--- src/hw/rtl/dbc_pkg.sv ---
`default_nettype none
// ----------------------------------------------------------------------------
// dbc_pkg: shared types and constants for the depth box centroid block
// Widths of the accumulators, multiplier and divider, register map, FSM codes.
// ----------------------------------------------------------------------------
package dbc_pkg;

  localparam int COORD_BITS_DEF = 12;
  localparam int DEPTH_BITS_DEF = 16;

  // accumulator and arithmetic widths, sized for the widest parameter values
  localparam int CNT_W  = 20;
  localparam int SUMD_W = 36;
  localparam int SUM_W  = 56;
  localparam int DEN_W  = 36;
  localparam int DX_W   = 20;
  localparam int MUL_W  = 21;
  localparam int PROD_W = 2 * MUL_W;
  localparam int OUT_W  = 18;
  localparam int FWD_W  = 16;
  localparam int CONF_W = 8;
  localparam int REG_W  = 16;

  // floor(v/3) == (v * RECIP3) >> RECIP3_SHIFT for every v below 2**16
  localparam logic [MUL_W-1:0] RECIP3       = MUL_W'(43691);
  localparam int               RECIP3_SHIFT = 17;

  // APB register map
  localparam int PDATA_W   = 32;
  localparam int PADDR_W   = 5;
  localparam int REG_IDX_W = 3;
  localparam logic [REG_IDX_W-1:0] REG_FOCAL_X  = 3'd0;
  localparam logic [REG_IDX_W-1:0] REG_FOCAL_Y  = 3'd1;
  localparam logic [REG_IDX_W-1:0] REG_CENTER_X = 3'd2;
  localparam logic [REG_IDX_W-1:0] REG_CENTER_Y = 3'd3;
  localparam logic [REG_IDX_W-1:0] REG_MIN_CONF = 3'd4;

  localparam logic [REG_W-1:0]  FOCAL_X_RST  = 16'd9600;
  localparam logic [REG_W-1:0]  FOCAL_Y_RST  = 16'd9600;
  localparam logic [REG_W-1:0]  CENTER_X_RST = 16'd16384;
  localparam logic [REG_W-1:0]  CENTER_Y_RST = 16'd12288;
  localparam logic [CONF_W-1:0] MIN_CONF_RST = 8'd77;

  typedef enum logic [3:0] {
    ST_IDLE,
    ST_BOX_COL,
    ST_BOX_ROW,
    ST_BOX_FIN,
    ST_PIX_X,
    ST_PIX_Y,
    ST_PIX_Z,
    ST_DIV_GO,
    ST_DIV_WAIT
  } dbc_state_t;

  // which quotient the shared divider is working on
  typedef enum logic [1:0] {
    DSEL_DEPTH,
    DSEL_DX,
    DSEL_DY
  } dbc_dsel_t;

  typedef struct packed {
    logic busy;
    logic done;
  } dbc_div_stat_t;

endpackage : dbc_pkg
`default_nettype wire

--- src/hw/rtl/depth_box_centroid.sv ---
`default_nettype none
// ----------------------------------------------------------------------------
// depth_box_centroid: mean 3D point of a detection box from a depth stream
// Keeps the inner-third window of a box, sums depth and depth-weighted
// offsets of the pixels inside it, and back-projects the mean on the last
// pixel through a pinhole model.
// ----------------------------------------------------------------------------
//
// Channel   Handshake                 Payload
// in_*      start & !busy accepts     command, box corners, confidence, pixel
// out_*     out_strobe, one cycle     forward_mm, left_mm, up_mm, valid_res
// APB       psel&penable&pwrite       focal_x/y, center_x/y, min_confidence
//
// Steps: a box start holds busy through BOX_COL, BOX_ROW and BOX_FIN, a pixel
// through PIX_X, PIX_Y and PIX_Z. A last pixel with a valid result adds three
// divisions on the shared divider, and the result strobe rises as busy falls.
// One shared multiplier serves the window bounds, the weighted offsets and
// the divisor products.
// Reset is synchronous, active low, clears sums and window, and loads the configuration registers with their defaults.
// The receiver cannot stall: each result shows for exactly one cycle.
// ----------------------------------------------------------------------------
module depth_box_centroid #(
  parameter int COORD_BITS = dbc_pkg::COORD_BITS_DEF,
  parameter int DEPTH_BITS = dbc_pkg::DEPTH_BITS_DEF
) (
  input  wire logic                             clk,
  input  wire logic                             rst_n,
  // input channel
  input  wire logic                             start,
  output logic                                  busy,
  input  wire logic                             in_command,
  input  wire logic [COORD_BITS-1:0]            in_box_left,
  input  wire logic [COORD_BITS-1:0]            in_box_right,
  input  wire logic [COORD_BITS-1:0]            in_box_top,
  input  wire logic [COORD_BITS-1:0]            in_box_bottom,
  input  wire logic [dbc_pkg::CONF_W-1:0]       in_confidence,
  input  wire logic [COORD_BITS-1:0]            in_pixel_col,
  input  wire logic [COORD_BITS-1:0]            in_pixel_row,
  input  wire logic [DEPTH_BITS-1:0]            in_depth_mm,
  input  wire logic                             in_last_pixel,
  // result channel
  output logic                                  out_strobe,
  output logic        [dbc_pkg::FWD_W-1:0]      out_forward_mm,
  output logic signed [dbc_pkg::OUT_W-1:0]      out_left_mm,
  output logic signed [dbc_pkg::OUT_W-1:0]      out_up_mm,
  output logic                                  out_valid_res,
  // configuration port
  input  wire logic                             psel,
  input  wire logic                             penable,
  input  wire logic                             pwrite,
  input  wire logic [dbc_pkg::PADDR_W-1:0]      paddr,
  input  wire logic [dbc_pkg::PDATA_W-1:0]      pwdata,
  output logic      [dbc_pkg::PDATA_W-1:0]      prdata,
  output logic                                  pready
);
  import dbc_pkg::*;

  localparam int HI3_W   = COORD_BITS + 2;
  localparam int OUT_MAX = (1 << (OUT_W - 1)) - 1;

  // configuration registers
  logic [REG_W-1:0]  focal_x_r, focal_y_r, center_x_r, center_y_r;
  logic [CONF_W-1:0] min_conf_r;

  // sequencer
  dbc_state_t state_r, state_nxt;
  dbc_dsel_t  dsel_r;

  // latched transaction
  logic [COORD_BITS-1:0] bl_r, br_r, bt_r, bb_r, col_r, row_r;
  logic [CONF_W-1:0]     conf_r;
  logic [DEPTH_BITS-1:0] d_r;
  logic                  last_r;

  // box window and accumulators
  logic [COORD_BITS-1:0] col_lo_r, row_lo_r;
  logic [HI3_W-1:0]      col_hi3_r, row_hi3_r;
  logic                  accepted_r;
  logic                  hit_r;
  logic [SUMD_W-1:0]     sum_d_r;
  logic signed [SUM_W-1:0] sum_dx_r, sum_dy_r;
  logic [CNT_W-1:0]      hit_count_r;

  // shared multiplier
  logic signed [MUL_W-1:0]  mul_a, mul_b;
  logic signed [PROD_W-1:0] prod_c, prod_r;

  // shared divider
  logic                dv_start;
  logic [SUM_W-1:0]    dv_dividend;
  logic [DEN_W-1:0]    dv_divisor;
  dbc_div_stat_t       dv_stat;
  logic [SUM_W-1:0]    dv_quot;

  // output registers
  logic                    out_strobe_r;
  logic [FWD_W-1:0]        out_fwd_r;
  logic signed [OUT_W-1:0] out_left_r, out_up_r;
  logic                    out_valid_r;

  logic [REG_W-1:0]         fx_eff, fy_eff;
  logic signed [DX_W-1:0]   dx, dy;
  logic [HI3_W-1:0]         col3, row3;
  logic                     in_window, hit;
  logic                     cfg_wr;
  logic                     result_ok;

  // Negate the truncated quotient of a signed sum and clamp to the output range.
  function automatic logic signed [OUT_W-1:0] sat_offset(input logic [SUM_W-1:0] mag,
                                                         input logic sum_neg);
    logic signed [OUT_W-1:0] res;
    if (sum_neg) begin
      res = (mag > SUM_W'(OUT_MAX)) ? OUT_W'(OUT_MAX) : mag[OUT_W-1:0];
    end else begin
      res = (mag > SUM_W'(OUT_MAX + 1)) ? OUT_W'(OUT_MAX + 1) : -mag[OUT_W-1:0];
    end
    return res;
  endfunction

  function automatic logic [SUM_W-1:0] magnitude(input logic signed [SUM_W-1:0] v);
    return v[SUM_W-1] ? -v : v;
  endfunction

  // --------------------------------------------------------------------------
  // Configuration port
  // --------------------------------------------------------------------------
  assign pready = 1'b1;
  assign cfg_wr = psel && penable && pwrite && pready;

  always_ff @(posedge clk) begin
    if (!rst_n) begin
      focal_x_r  <= FOCAL_X_RST;
      focal_y_r  <= FOCAL_Y_RST;
      center_x_r <= CENTER_X_RST;
      center_y_r <= CENTER_Y_RST;
      min_conf_r <= MIN_CONF_RST;
    end else if (cfg_wr) begin
      unique case (paddr[PADDR_W-1:2])
        REG_FOCAL_X:  focal_x_r  <= pwdata[REG_W-1:0];
        REG_FOCAL_Y:  focal_y_r  <= pwdata[REG_W-1:0];
        REG_CENTER_X: center_x_r <= pwdata[REG_W-1:0];
        REG_CENTER_Y: center_y_r <= pwdata[REG_W-1:0];
        REG_MIN_CONF: min_conf_r <= pwdata[CONF_W-1:0];
        default: ;
      endcase
    end
  end

  always_comb begin
    unique case (paddr[PADDR_W-1:2])
      REG_FOCAL_X:  prdata = PDATA_W'(focal_x_r);
      REG_FOCAL_Y:  prdata = PDATA_W'(focal_y_r);
      REG_CENTER_X: prdata = PDATA_W'(center_x_r);
      REG_CENTER_Y: prdata = PDATA_W'(center_y_r);
      REG_MIN_CONF: prdata = PDATA_W'(min_conf_r);
      default:      prdata = '0;
    endcase
  end

  // --------------------------------------------------------------------------
  // Pixel geometry
  // --------------------------------------------------------------------------
  // a zero focal length counts as one
  assign fx_eff = (focal_x_r == '0) ? REG_W'(1) : focal_x_r;
  assign fy_eff = (focal_y_r == '0) ? REG_W'(1) : focal_y_r;

  assign dx = $signed(DX_W'({col_r, 4'b0000})) - $signed(DX_W'(center_x_r));
  assign dy = $signed(DX_W'({row_r, 4'b0000})) - $signed(DX_W'(center_y_r));

  assign col3 = HI3_W'(col_r) + HI3_W'({col_r, 1'b0});
  assign row3 = HI3_W'(row_r) + HI3_W'({row_r, 1'b0});

  assign in_window = (col_r >= col_lo_r) && (col3 < col_hi3_r) &&
                     (row_r >= row_lo_r) && (row3 < row_hi3_r);
  assign hit = accepted_r && (d_r != '0) && (hit_count_r != '1) && in_window;

  assign result_ok = accepted_r && (hit_count_r != '0);

  // --------------------------------------------------------------------------
  // Shared multiplier: operands chosen by the sequencer, product registered
  // --------------------------------------------------------------------------
  always_comb begin
    mul_a = '0;
    mul_b = '0;
    unique case (state_r)
      ST_BOX_COL: begin
        mul_a = MUL_W'(HI3_W'({bl_r, 1'b0}) + HI3_W'(br_r));
        mul_b = RECIP3;
      end
      ST_BOX_ROW: begin
        mul_a = MUL_W'(HI3_W'({bt_r, 1'b0}) + HI3_W'(bb_r));
        mul_b = RECIP3;
      end
      ST_PIX_X: begin
        mul_a = MUL_W'(d_r);
        mul_b = MUL_W'(dx);
      end
      ST_PIX_Y: begin
        mul_a = MUL_W'(d_r);
        mul_b = MUL_W'(dy);
      end
      ST_DIV_GO, ST_DIV_WAIT: begin
        // divisor of the next offset quotient: focal times count
        mul_a = MUL_W'((dsel_r == DSEL_DEPTH) ? fx_eff : fy_eff);
        mul_b = MUL_W'(hit_count_r);
      end
      default: ;
    endcase
  end

  assign prod_c = mul_a * mul_b;

  always_ff @(posedge clk) begin
    prod_r <= prod_c;
  end

  // --------------------------------------------------------------------------
  // Shared divider
  // --------------------------------------------------------------------------
  assign dv_start = (state_r == ST_DIV_GO);

  always_comb begin
    dv_dividend = SUM_W'(sum_d_r);
    dv_divisor  = DEN_W'(hit_count_r);
    case (dsel_r)
      DSEL_DX: begin
        dv_dividend = magnitude(sum_dx_r);
        dv_divisor  = prod_r[DEN_W-1:0];
      end
      DSEL_DY: begin
        dv_dividend = magnitude(sum_dy_r);
        dv_divisor  = prod_r[DEN_W-1:0];
      end
      default: ;
    endcase
  end

  dbc_div u_div (
    .clk      (clk),
    .rst_n    (rst_n),
    .start    (dv_start),
    .dividend (dv_dividend),
    .divisor  (dv_divisor),
    .stat     (dv_stat),
    .quotient (dv_quot)
  );

  // --------------------------------------------------------------------------
  // Sequencer
  // --------------------------------------------------------------------------
  always_ff @(posedge clk) begin
    if (!rst_n) begin
      state_r <= ST_IDLE;
    end else begin
      state_r <= state_nxt;
    end
  end

  always_comb begin
    state_nxt = state_r;
    busy      = (state_r != ST_IDLE);
    unique case (state_r)
      ST_IDLE: begin
        if (start) begin
          state_nxt = in_command ? ST_PIX_X : ST_BOX_COL;
        end
      end
      ST_BOX_COL: state_nxt = ST_BOX_ROW;
      ST_BOX_ROW: state_nxt = ST_BOX_FIN;
      ST_BOX_FIN: state_nxt = ST_IDLE;
      ST_PIX_X:   state_nxt = ST_PIX_Y;
      ST_PIX_Y:   state_nxt = ST_PIX_Z;
      ST_PIX_Z:   state_nxt = (last_r && result_ok) ? ST_DIV_GO : ST_IDLE;
      ST_DIV_GO:  state_nxt = ST_DIV_WAIT;
      ST_DIV_WAIT: begin
        if (dv_stat.done) begin
          state_nxt = (dsel_r == DSEL_DY) ? ST_IDLE : ST_DIV_GO;
        end
      end
      default: state_nxt = ST_IDLE;
    endcase
  end

  // hold the accepted transaction for the steps that follow
  always_ff @(posedge clk) begin
    if (state_r == ST_IDLE && start) begin
      bl_r   <= in_box_left;
      br_r   <= in_box_right;
      bt_r   <= in_box_top;
      bb_r   <= in_box_bottom;
      conf_r <= in_confidence;
      col_r  <= in_pixel_col;
      row_r  <= in_pixel_row;
      d_r    <= in_depth_mm;
      last_r <= in_last_pixel;
    end
  end

  // --------------------------------------------------------------------------
  // Window, accumulators and results
  // --------------------------------------------------------------------------
  always_ff @(posedge clk) begin
    if (!rst_n) begin
      col_lo_r     <= '0;
      col_hi3_r    <= '0;
      row_lo_r     <= '0;
      row_hi3_r    <= '0;
      accepted_r   <= 1'b0;
      hit_r        <= 1'b0;
      sum_d_r      <= '0;
      sum_dx_r     <= '0;
      sum_dy_r     <= '0;
      hit_count_r  <= '0;
      dsel_r       <= DSEL_DEPTH;
      out_strobe_r <= 1'b0;
      out_valid_r  <= 1'b0;
      out_fwd_r    <= '0;
      out_left_r   <= '0;
      out_up_r     <= '0;
    end else begin
      out_strobe_r <= 1'b0;
      unique case (state_r)
        ST_BOX_COL: begin
          col_hi3_r <= HI3_W'({br_r, 1'b0}) + HI3_W'(bl_r);
          row_hi3_r <= HI3_W'({bb_r, 1'b0}) + HI3_W'(bt_r);
        end
        ST_BOX_ROW: begin
          col_lo_r    <= prod_r[RECIP3_SHIFT +: COORD_BITS];
          accepted_r  <= (conf_r >= min_conf_r);
          sum_d_r     <= '0;
          sum_dx_r    <= '0;
          sum_dy_r    <= '0;
          hit_count_r <= '0;
        end
        ST_BOX_FIN: begin
          row_lo_r <= prod_r[RECIP3_SHIFT +: COORD_BITS];
        end
        ST_PIX_X: begin
          hit_r <= hit;
        end
        ST_PIX_Y: begin
          if (hit_r) begin
            sum_d_r     <= sum_d_r + SUMD_W'(d_r);
            sum_dx_r    <= sum_dx_r + SUM_W'(prod_r);
            hit_count_r <= hit_count_r + 1'b1;
          end
        end
        ST_PIX_Z: begin
          if (hit_r) begin
            sum_dy_r <= sum_dy_r + SUM_W'(prod_r);
          end
          dsel_r <= DSEL_DEPTH;
          if (last_r && !result_ok) begin
            // rejected box or empty window: drop the sums, report invalid
            out_strobe_r <= 1'b1;
            out_valid_r  <= 1'b0;
            out_fwd_r    <= '0;
            out_left_r   <= '0;
            out_up_r     <= '0;
            accepted_r   <= 1'b0;
            sum_d_r      <= '0;
            sum_dx_r     <= '0;
            sum_dy_r     <= '0;
            hit_count_r  <= '0;
          end
        end
        ST_DIV_WAIT: begin
          if (dv_stat.done) begin
            case (dsel_r)
              DSEL_DEPTH: begin
                out_fwd_r <= dv_quot[FWD_W-1:0];
                dsel_r    <= DSEL_DX;
              end
              DSEL_DX: begin
                out_left_r <= sat_offset(dv_quot, sum_dx_r[SUM_W-1]);
                dsel_r     <= DSEL_DY;
              end
              default: begin
                out_up_r     <= sat_offset(dv_quot, sum_dy_r[SUM_W-1]);
                out_strobe_r <= 1'b1;
                out_valid_r  <= 1'b1;
                dsel_r       <= DSEL_DEPTH;
                accepted_r   <= 1'b0;
                sum_d_r      <= '0;
                sum_dx_r     <= '0;
                sum_dy_r     <= '0;
                hit_count_r  <= '0;
              end
            endcase
          end
        end
        default: ;
      endcase
    end
  end

  assign out_strobe     = out_strobe_r;
  assign out_forward_mm = out_fwd_r;
  assign out_left_mm    = out_left_r;
  assign out_up_mm      = out_up_r;
  assign out_valid_res  = out_valid_r;

`ifndef ASSERT_OFF
  // an accepted transaction always leaves the block busy in the next cycle
  a_accept_busy: assert property (@(posedge clk) disable iff (!rst_n)
    (start && !busy) |=> busy)
    else $error("accepted transaction did not raise busy");

  // results never strobe in two consecutive cycles
  a_strobe_gap: assert property (@(posedge clk) disable iff (!rst_n)
    out_strobe |=> !out_strobe)
    else $error("two result strobes in consecutive cycles");

  // an invalid result carries zero fields
  a_invalid_zero: assert property (@(posedge clk) disable iff (!rst_n)
    (out_strobe && !out_valid_res) |->
      (out_forward_mm == '0) && (out_left_mm == '0) && (out_up_mm == '0))
    else $error("invalid result with nonzero fields");

  // the divider finishes only while the sequencer waits on it
  a_div_done: assert property (@(posedge clk) disable iff (!rst_n)
    dv_stat.done |-> (state_r == ST_DIV_WAIT))
    else $error("divider finished outside the wait state");

  // the count advances by one or clears, never anything else
  a_count_step: assert property (@(posedge clk) disable iff (!rst_n)
    (hit_count_r != $past(hit_count_r)) |->
      ((hit_count_r == $past(hit_count_r) + 1'b1) || (hit_count_r == '0)))
    else $error("hit count jumped");
`endif

endmodule : depth_box_centroid
`default_nettype wire

--- src/hw/rtl/dbc_div.sv ---
`default_nettype none
// ----------------------------------------------------------------------------
// dbc_div: shared unsigned restoring divider
// One quotient bit per cycle; done pulses once the quotient is complete.
// ----------------------------------------------------------------------------
module dbc_div (
  input  wire logic                       clk,
  input  wire logic                       rst_n,
  input  wire logic                       start,
  input  wire logic [dbc_pkg::SUM_W-1:0]  dividend,
  input  wire logic [dbc_pkg::DEN_W-1:0]  divisor,
  output dbc_pkg::dbc_div_stat_t          stat,
  output logic      [dbc_pkg::SUM_W-1:0]  quotient
);
  import dbc_pkg::*;

  localparam int CNT_BITS = $clog2(SUM_W + 1);

  logic                busy_r;
  logic                done_r;
  logic [CNT_BITS-1:0] cnt_r;
  logic [SUM_W-1:0]    quo_r;
  logic [DEN_W-1:0]    rem_r;
  logic [DEN_W-1:0]    div_r;
  logic [DEN_W:0]      trial;

  assign trial = {rem_r, quo_r[SUM_W-1]} - {1'b0, div_r};

  always_ff @(posedge clk) begin
    if (!rst_n) begin
      busy_r <= 1'b0;
      done_r <= 1'b0;
      cnt_r  <= '0;
    end else begin
      done_r <= 1'b0;
      if (start) begin
        busy_r <= 1'b1;
        cnt_r  <= CNT_BITS'(SUM_W);
      end else if (busy_r) begin
        cnt_r <= cnt_r - 1'b1;
        if (cnt_r == CNT_BITS'(1)) begin
          busy_r <= 1'b0;
          done_r <= 1'b1;
        end
      end
    end
  end

  always_ff @(posedge clk) begin
    if (start) begin
      quo_r <= dividend;
      rem_r <= '0;
      div_r <= divisor;
    end else if (busy_r) begin
      // keep the trial difference when it does not borrow
      if (!trial[DEN_W]) begin
        rem_r <= trial[DEN_W-1:0];
      end else begin
        rem_r <= {rem_r[DEN_W-2:0], quo_r[SUM_W-1]};
      end
      quo_r <= {quo_r[SUM_W-2:0], ~trial[DEN_W]};
    end
  end

  assign stat.busy = busy_r;
  assign stat.done = done_r;
  assign quotient  = quo_r;

endmodule : dbc_div
`default_nettype wire
--- config.mk ---
export PLATFORM = sky130hd
export DESIGN_NAME = depth_box_centroid
export DESIGN_NICKNAME = d
export VERILOG_FILES = /design/src/hw/rtl/dbc_pkg.sv /design/src/hw/rtl/depth_box_centroid.sv /design/src/hw/rtl/dbc_div.sv
export SDC_FILE = /design/constraint.sdc
export NUM_CORES = 2
export LEC_CHECK = 0
export ABC_AREA = 1
export BUFFER_PORTS_ARGS = -buffer_cell sky130_fd_sc_hd__buf_2
export CELL_PAD_IN_SITES_DETAIL_PLACEMENT = 1
export CELL_PAD_IN_SITES_GLOBAL_PLACEMENT = 1
export CORE_ASPECT_RATIO = 2
export CORE_MARGIN = 3
export CORE_UTILIZATION = 45
export DETAILED_ROUTE_END_ITERATION = 8
export PLACE_DENSITY_LB_ADDON = 0.1
export SYNTH_ARGS = -nofsm -noshare
export SYNTH_HDL_FRONTEND = slang
export SYNTH_HIERARCHICAL = 1
export SYNTH_SLANG_ARGS = --single-unit
export TNS_END_PERCENT = 100
--- constraint.sdc ---
create_clock -name clk -period 16.3 [get_ports clk]
set_input_delay 1.63 -clock clk [delete_from_list [all_inputs] [get_ports clk]]
set_output_delay 1.63 -clock clk [all_outputs]
set_load 0.005 [all_outputs]
---- Word-level counts from Yosys, hierarchy flattened ----
Cells that the tools add are included.
word-level totals
  logic and storage cells ................. 209
  RAM bits ................................ 0
  latch bits .............................. 0
  bits of input ports ..................... 141
  output and inout port bits .............. 88
  register bits ........................... 625
  memories kept ........................... 0
  ROM bits ................................ 0
operators by class
  $add $sub $neg .......................... 17
  order comparisons ....................... 7
  shifts and indexed selects .............. 0
  equal/unequal tests ..................... 24
  bitwise operators ....................... 3
  reduce and logical (&&, ||, !) cells .... 45
  div/mod/pow operators ................... 0
  $mul .................................... 1
  mux-type cells .......................... 72
operators by type and width
  cell                    number
  $mux W56                10
  $pmux W56 S4            1
  $mux W36                5
  $pmux W56 S3            1
  $mux W18                9
  $pmux W36 S4            1
  $add A56 B38 Y56        2
  $neg A56 Y56            2
  $pmux W56 S2            1
  $mux W20                5
  $mux W16                6
  $pmux W21 S4            1
  $pmux W16 S5            1
  $pmux W20 S4            1
  $pmux W18 S2            2
  $pmux W16 S4            1
  $add A13 B12 Y14        4
  $gt A56 B17 Y1 const B  1
  $gt A56 B18 Y1 const B  1
  $mul A17 B21 Y38        1
  $sub A37 B36 Y37        1
  $add A36 B16 Y36        1
  $sub A16 B16 Y17        2
  $logic_not A16 Y1       2
  47 further kinds        107

---- Logic depth before layout (Yosys ltp) ----
  depth in word-level cells ............... 6
  gate-level depth with buffers ........... 36
  gate-level depth less buffers ........... 35

---- Hierarchy ----
Netlist, hierarchy kept.
modules (own cells, without submodules)
  module              cells an instance  instances  sequential area each (µm²)  area each (µm²)
  depth_box_centroid  8823               1          10760.3                     55555.8
  dbc_div             1202               1          3643.5                      8530.7

---- Worst setup path after synthesis ----
No wires, ideal clock.
  path kind ............................... flip-flop to flip-flop
  from .................................... reg state_r[1]
  to ...................................... reg, netlist name prod_r[37]
  cell stages (with the launch flop) ...... 30
  setup time .............................. 0.118 ns
  period minus slack after synthesis ...... 7.543 ns
  path buffers ............................ 1
  data required time ...................... 16.182 ns
  data arrival time ....................... 7.425 ns
  setup slack ............................. 8.757 ns
  path through ............................ dfxtp_1 -> nand2_1 -> nor2_2 -> inv_2 -> nand2_8 -> inv_4 -> a21oi_1 -> o21ai_0 -> o2111ai_1 -> buf_2 -> nand2_1 -> fa_1 -> inv_1 -> fa_1 -> fa_1 -> fa_1 -> fa_1 -> inv_1 -> fa_1 -> inv_1 -> ha_1 -> nand2_1 -> nor2_1 -> inv_1 -> nor2_1 -> inv_1 -> nor3_1 -> nand3_1 -> nand3_1 -> xnor2_1
between the ends
  word-level cells in the longest chain between the ends .. 4
  elaborated cells on any way between the ends .. 12
  classes of those cells .................. mul: 1; eq/ne: 6; mux: 2; reduce/logical: 3
ends and longest elaborated chain
  item                                                 RTL line                   text
  from (decl)                                          depth_box_centroid.sv:66   dbc_state_t state_r, state_nxt;
  from (signal assigned)                               depth_box_centroid.sv:255  state_r <= state_nxt;
  $eq A4 B3 Y1 (*)                                     n/a
  net dv_start                                         depth_box_centroid.sv:89   logic dv_start;
  $reduce_or A2 Y1 (*)                                 depth_box_centroid.sv:185  unique case (state_r)
  $pmux W16 S4 / $pmux W21 S4 (equally long branches)  depth_box_centroid.sv:185
  $mul A17 B21 Y38 (*)                                 depth_box_centroid.sv:211  assign prod_c = mul_a * mul_b;
  net prod_c[37]                                       depth_box_centroid.sv:86   logic signed [PROD_W-1:0] prod_c, prod_r;
Mark *: on every way through the listed nets, which the timed path passes. The rest lies on a longest branch.
A chain may end at the register's enable or synchronous reset.

---- Worst setup path after layout ----
  from .................................... reg row_r[3]
  to ...................................... reg, netlist name prod_r[37]
between the ends
  word-level cells in the longest chain between the ends .. 3
ends and longest elaborated chain
  item                    RTL line                   text
  from (decl)             depth_box_centroid.sv:70   logic [COORD_BITS-1:0] bl_r, br_r, bt_r, bb_r, col_r, row_r;
  from (signal assigned)  depth_box_centroid.sv:293  row_r <= in_pixel_row;
  $sub A16 B16 Y17        depth_box_centroid.sv:168  assign dy = $signed(DX_W'({row_r, 4'b0000})) - $signed(DX_W'(center_y_r));
  $pmux W21 S4            depth_box_centroid.sv:185
  $mul A17 B21 Y38        depth_box_centroid.sv:211
  net prod_c[37]          depth_box_centroid.sv:86
The timed path passes the listed nets, and every way through them passes these cells.

==> flow_summary_export.csv <==
group,metric,value,unit
outcome,outcome,"complete, but fails checks",
outcome,violations,"max-capacitance violations, max-slew violations",
hold_path,holdCritStartpoint,"out_left_mm[14]",
route,drc,0,
power,peakVddDrop,0.000119,V
clocking,cts.path.max_buffers,3,
clocking,numClockSinks,625,
critical_path,cp_top_family,"adder cells",
clocking,post_cts_buffers,0,
clocking,ctsHoldBuffers,0,
timing,relSlewSlack,-0.239,%
die,start_util,45.4,%
clocking,insertion_delay,0.70,ns
finish,nets,11000,
finish,fillers,19200,
finish,layout.cells.non_filler,12100,
critical_path,cp_common_cell,"inv_1",
critical_path,cp-start-kind,"register",
route,drtPass1Iterations,6,
critical_path,worstPathArrival,10.16,ns
power,p_leak,36.4,nW
hold_path,worstHoldPathCells,2,
clocking,cts_root_buffer,"clkbuf_16",
clocking,htree_levels,3,
logic_synthesis,synth_cells,10000,
clocking,cts_resized,0,
finish,final_common_cell,"nand2_1",
global_route,antenna_found_initial,22,
die,io_pins,229,
die,chipWidth,273,um
global_route,grt_max_degree,103,
die,rows,195,
placement,dpl.hpwl,247000,um
placement,place.gp.congestion,1.03,
critical_path,cp-end-kind,"register",
clocking,cts_tree,"yes",
critical_path,ff2ff_path_depth,28,
route,drtAntennaViolNets,0,
timing,finalHoldViolCount,0,
clocking,clk_pin_slew_worst_paths,0.07,ns
run,drv_cap,1,
logic_synthesis,syn_area_per_cell,6.39,um^2
die,die_h,540,um
timing,maxSlewViolCount,1,
timing,min_period,9.62,ns
global_route,gr-usage-all-layers,40.8,%
route,wl,304000,um
logic_synthesis,ys_warn_count,6,
critical_path,cpMaxStageDelayCell,"fa_1",
critical_path,cp_num_buf_inv,8,
hold_path,worstHoldEndpoint,"out_left_mm[14]",
timing,setup_violations,0,
route,vias,68200,
route,drt_iter0_drc,3522,
critical_path,required,16.84,ns
critical_path,crit_type,"reg2reg",
finish,drive_above_1_share,5.43,%
timing,finalCritPeriodShare,59.0,%
timing,fin_skew,0.0537,ns
clocking,cts_buffers,69,
global_route,grt_pass1_wl,446000,um
hold_path,hold_class,"reg2reg",
timing,fmax,0.104,GHz
die,die-area,0.147,mm^2
global_route,overflow,0,
critical_path,r2r_start,"row_r[3]",
timing,max_slew.worst_pin.slew,1.50,ns
timing,finalSetupTns,0,ns
finish,syn2layout_area_growth,8.08,%
timing,rsz0062_at_grt,"no",
power,power_density,90.1,mW/mm^2
placement,port_buffers,193,
critical_path,critPathMaxStageDelay,0.99,ns
critical_path,reg2reg_to,"prod_r[37]",
critical_path,regToRegSetupSlack,6.68,ns
route,post_drt_wl_per_cell,25.2,um
route,viasPerCell,5.65,
logic_synthesis,syn_area,0.0641,mm^2
critical_path,cp_max_fo,12,
global_route,grt_pass1_vias,73800,
finish,final_cell_mix,"nand2_1 (3,226), inv_1 (1,885), nor2_1 (816), nand3_1 (651), a21oi_1 (644)",
die,core-area,0.141,mm^2
placement,place_inst,11900,
[cell type report]
type	instances	area, um^2	share of cell area, %
antenna	24	60.1	0.0867
clock buffer	81	1810	2.62
clock inverter	47	563	0.813
inverter	1912	7190	10.4
multi-input combinational	7238	41400	59.7
sequential	625	14400	20.8
tap	1871	2340	3.38
timing repair buffer	268	1530	2.21
[power by group]
group          leakage [nW]  switching, W  internal [W]  total (W)
logic                  29.9       0.00178      0.000799    0.00258
registers              5.30      0.000224       0.00171    0.00194
clock network          1.15      0.000797      0.000929    0.00173
[metal layers]
layer | GRT usage [%] | wire length [um] | vias to the layer above
met4 | 48.1 | 44200 | 2
li1 | - | - | 31400
met3 | 7.81 | 16200 | 1428
met2 | 73.3 | 152000 | 2398
met1 | 34.6 | 91400 | 33000
met5 | 0 | 12 | -
[tightest hold or removal path, cell delays in order (launching register included)]
cell and delay, ns:
dfxtp_1 0.31, nand2_1 0.06, a21oi_1 0.05
[flip-flops by register name, summed over array words and instances, names as in the netlist, 18 cells and up]
name and cells:
u_div/quotient 56, sum_dx_r 56, sum_d_r 36, out_left_mm 18, u_div/rem_r 36, out_up_mm 18
u_div/div_r 36, sum_dy_r 56, hit_count_r 20, prod_r 38
[worst max-delay path by stage]
| stage | startpoint | end | slack [ns] | cells past startpoint |
|---|---|---|---|---|
| 2_1_floorplan | state_r[1] | prod_r[37] | 8.76 | 29 |
| 3_3_place_gp | row_r[1] | prod_r[37] | 7.03 | 28 |
| 3_5_place_dp | row_r[1] | prod_r[37] | 6.77 | 28 |
| 4_1_cts | row_r[1] | prod_r[37] | 6.71 | 28 |
| 5_1_grt | row_r[3] | prod_r[37] | 6.28 | 30 |
| 6_report | row_r[3] | prod_r[37] | 6.68 | 28 |
[stage by stage]
step           hold slack, ns  power, W  instance area [um^2]  utilization, %  setup WS, ns
2_1_floorplan           0.433   0.00346                 64100               -          8.76
6_report                0.462   0.00624                 69300            49.0          6.68
3_5_place_dp            0.456   0.00448                 66800            47.3          6.77
5_1_grt                 0.486   0.00656                 69200            49.0          6.28
4_1_cts                 0.462   0.00620                 69200            49.0          6.71
3_3_place_gp            0.450   0.00437                 66800            47.3          7.03
Note: power is estimated with default switching activity, not from simulation.
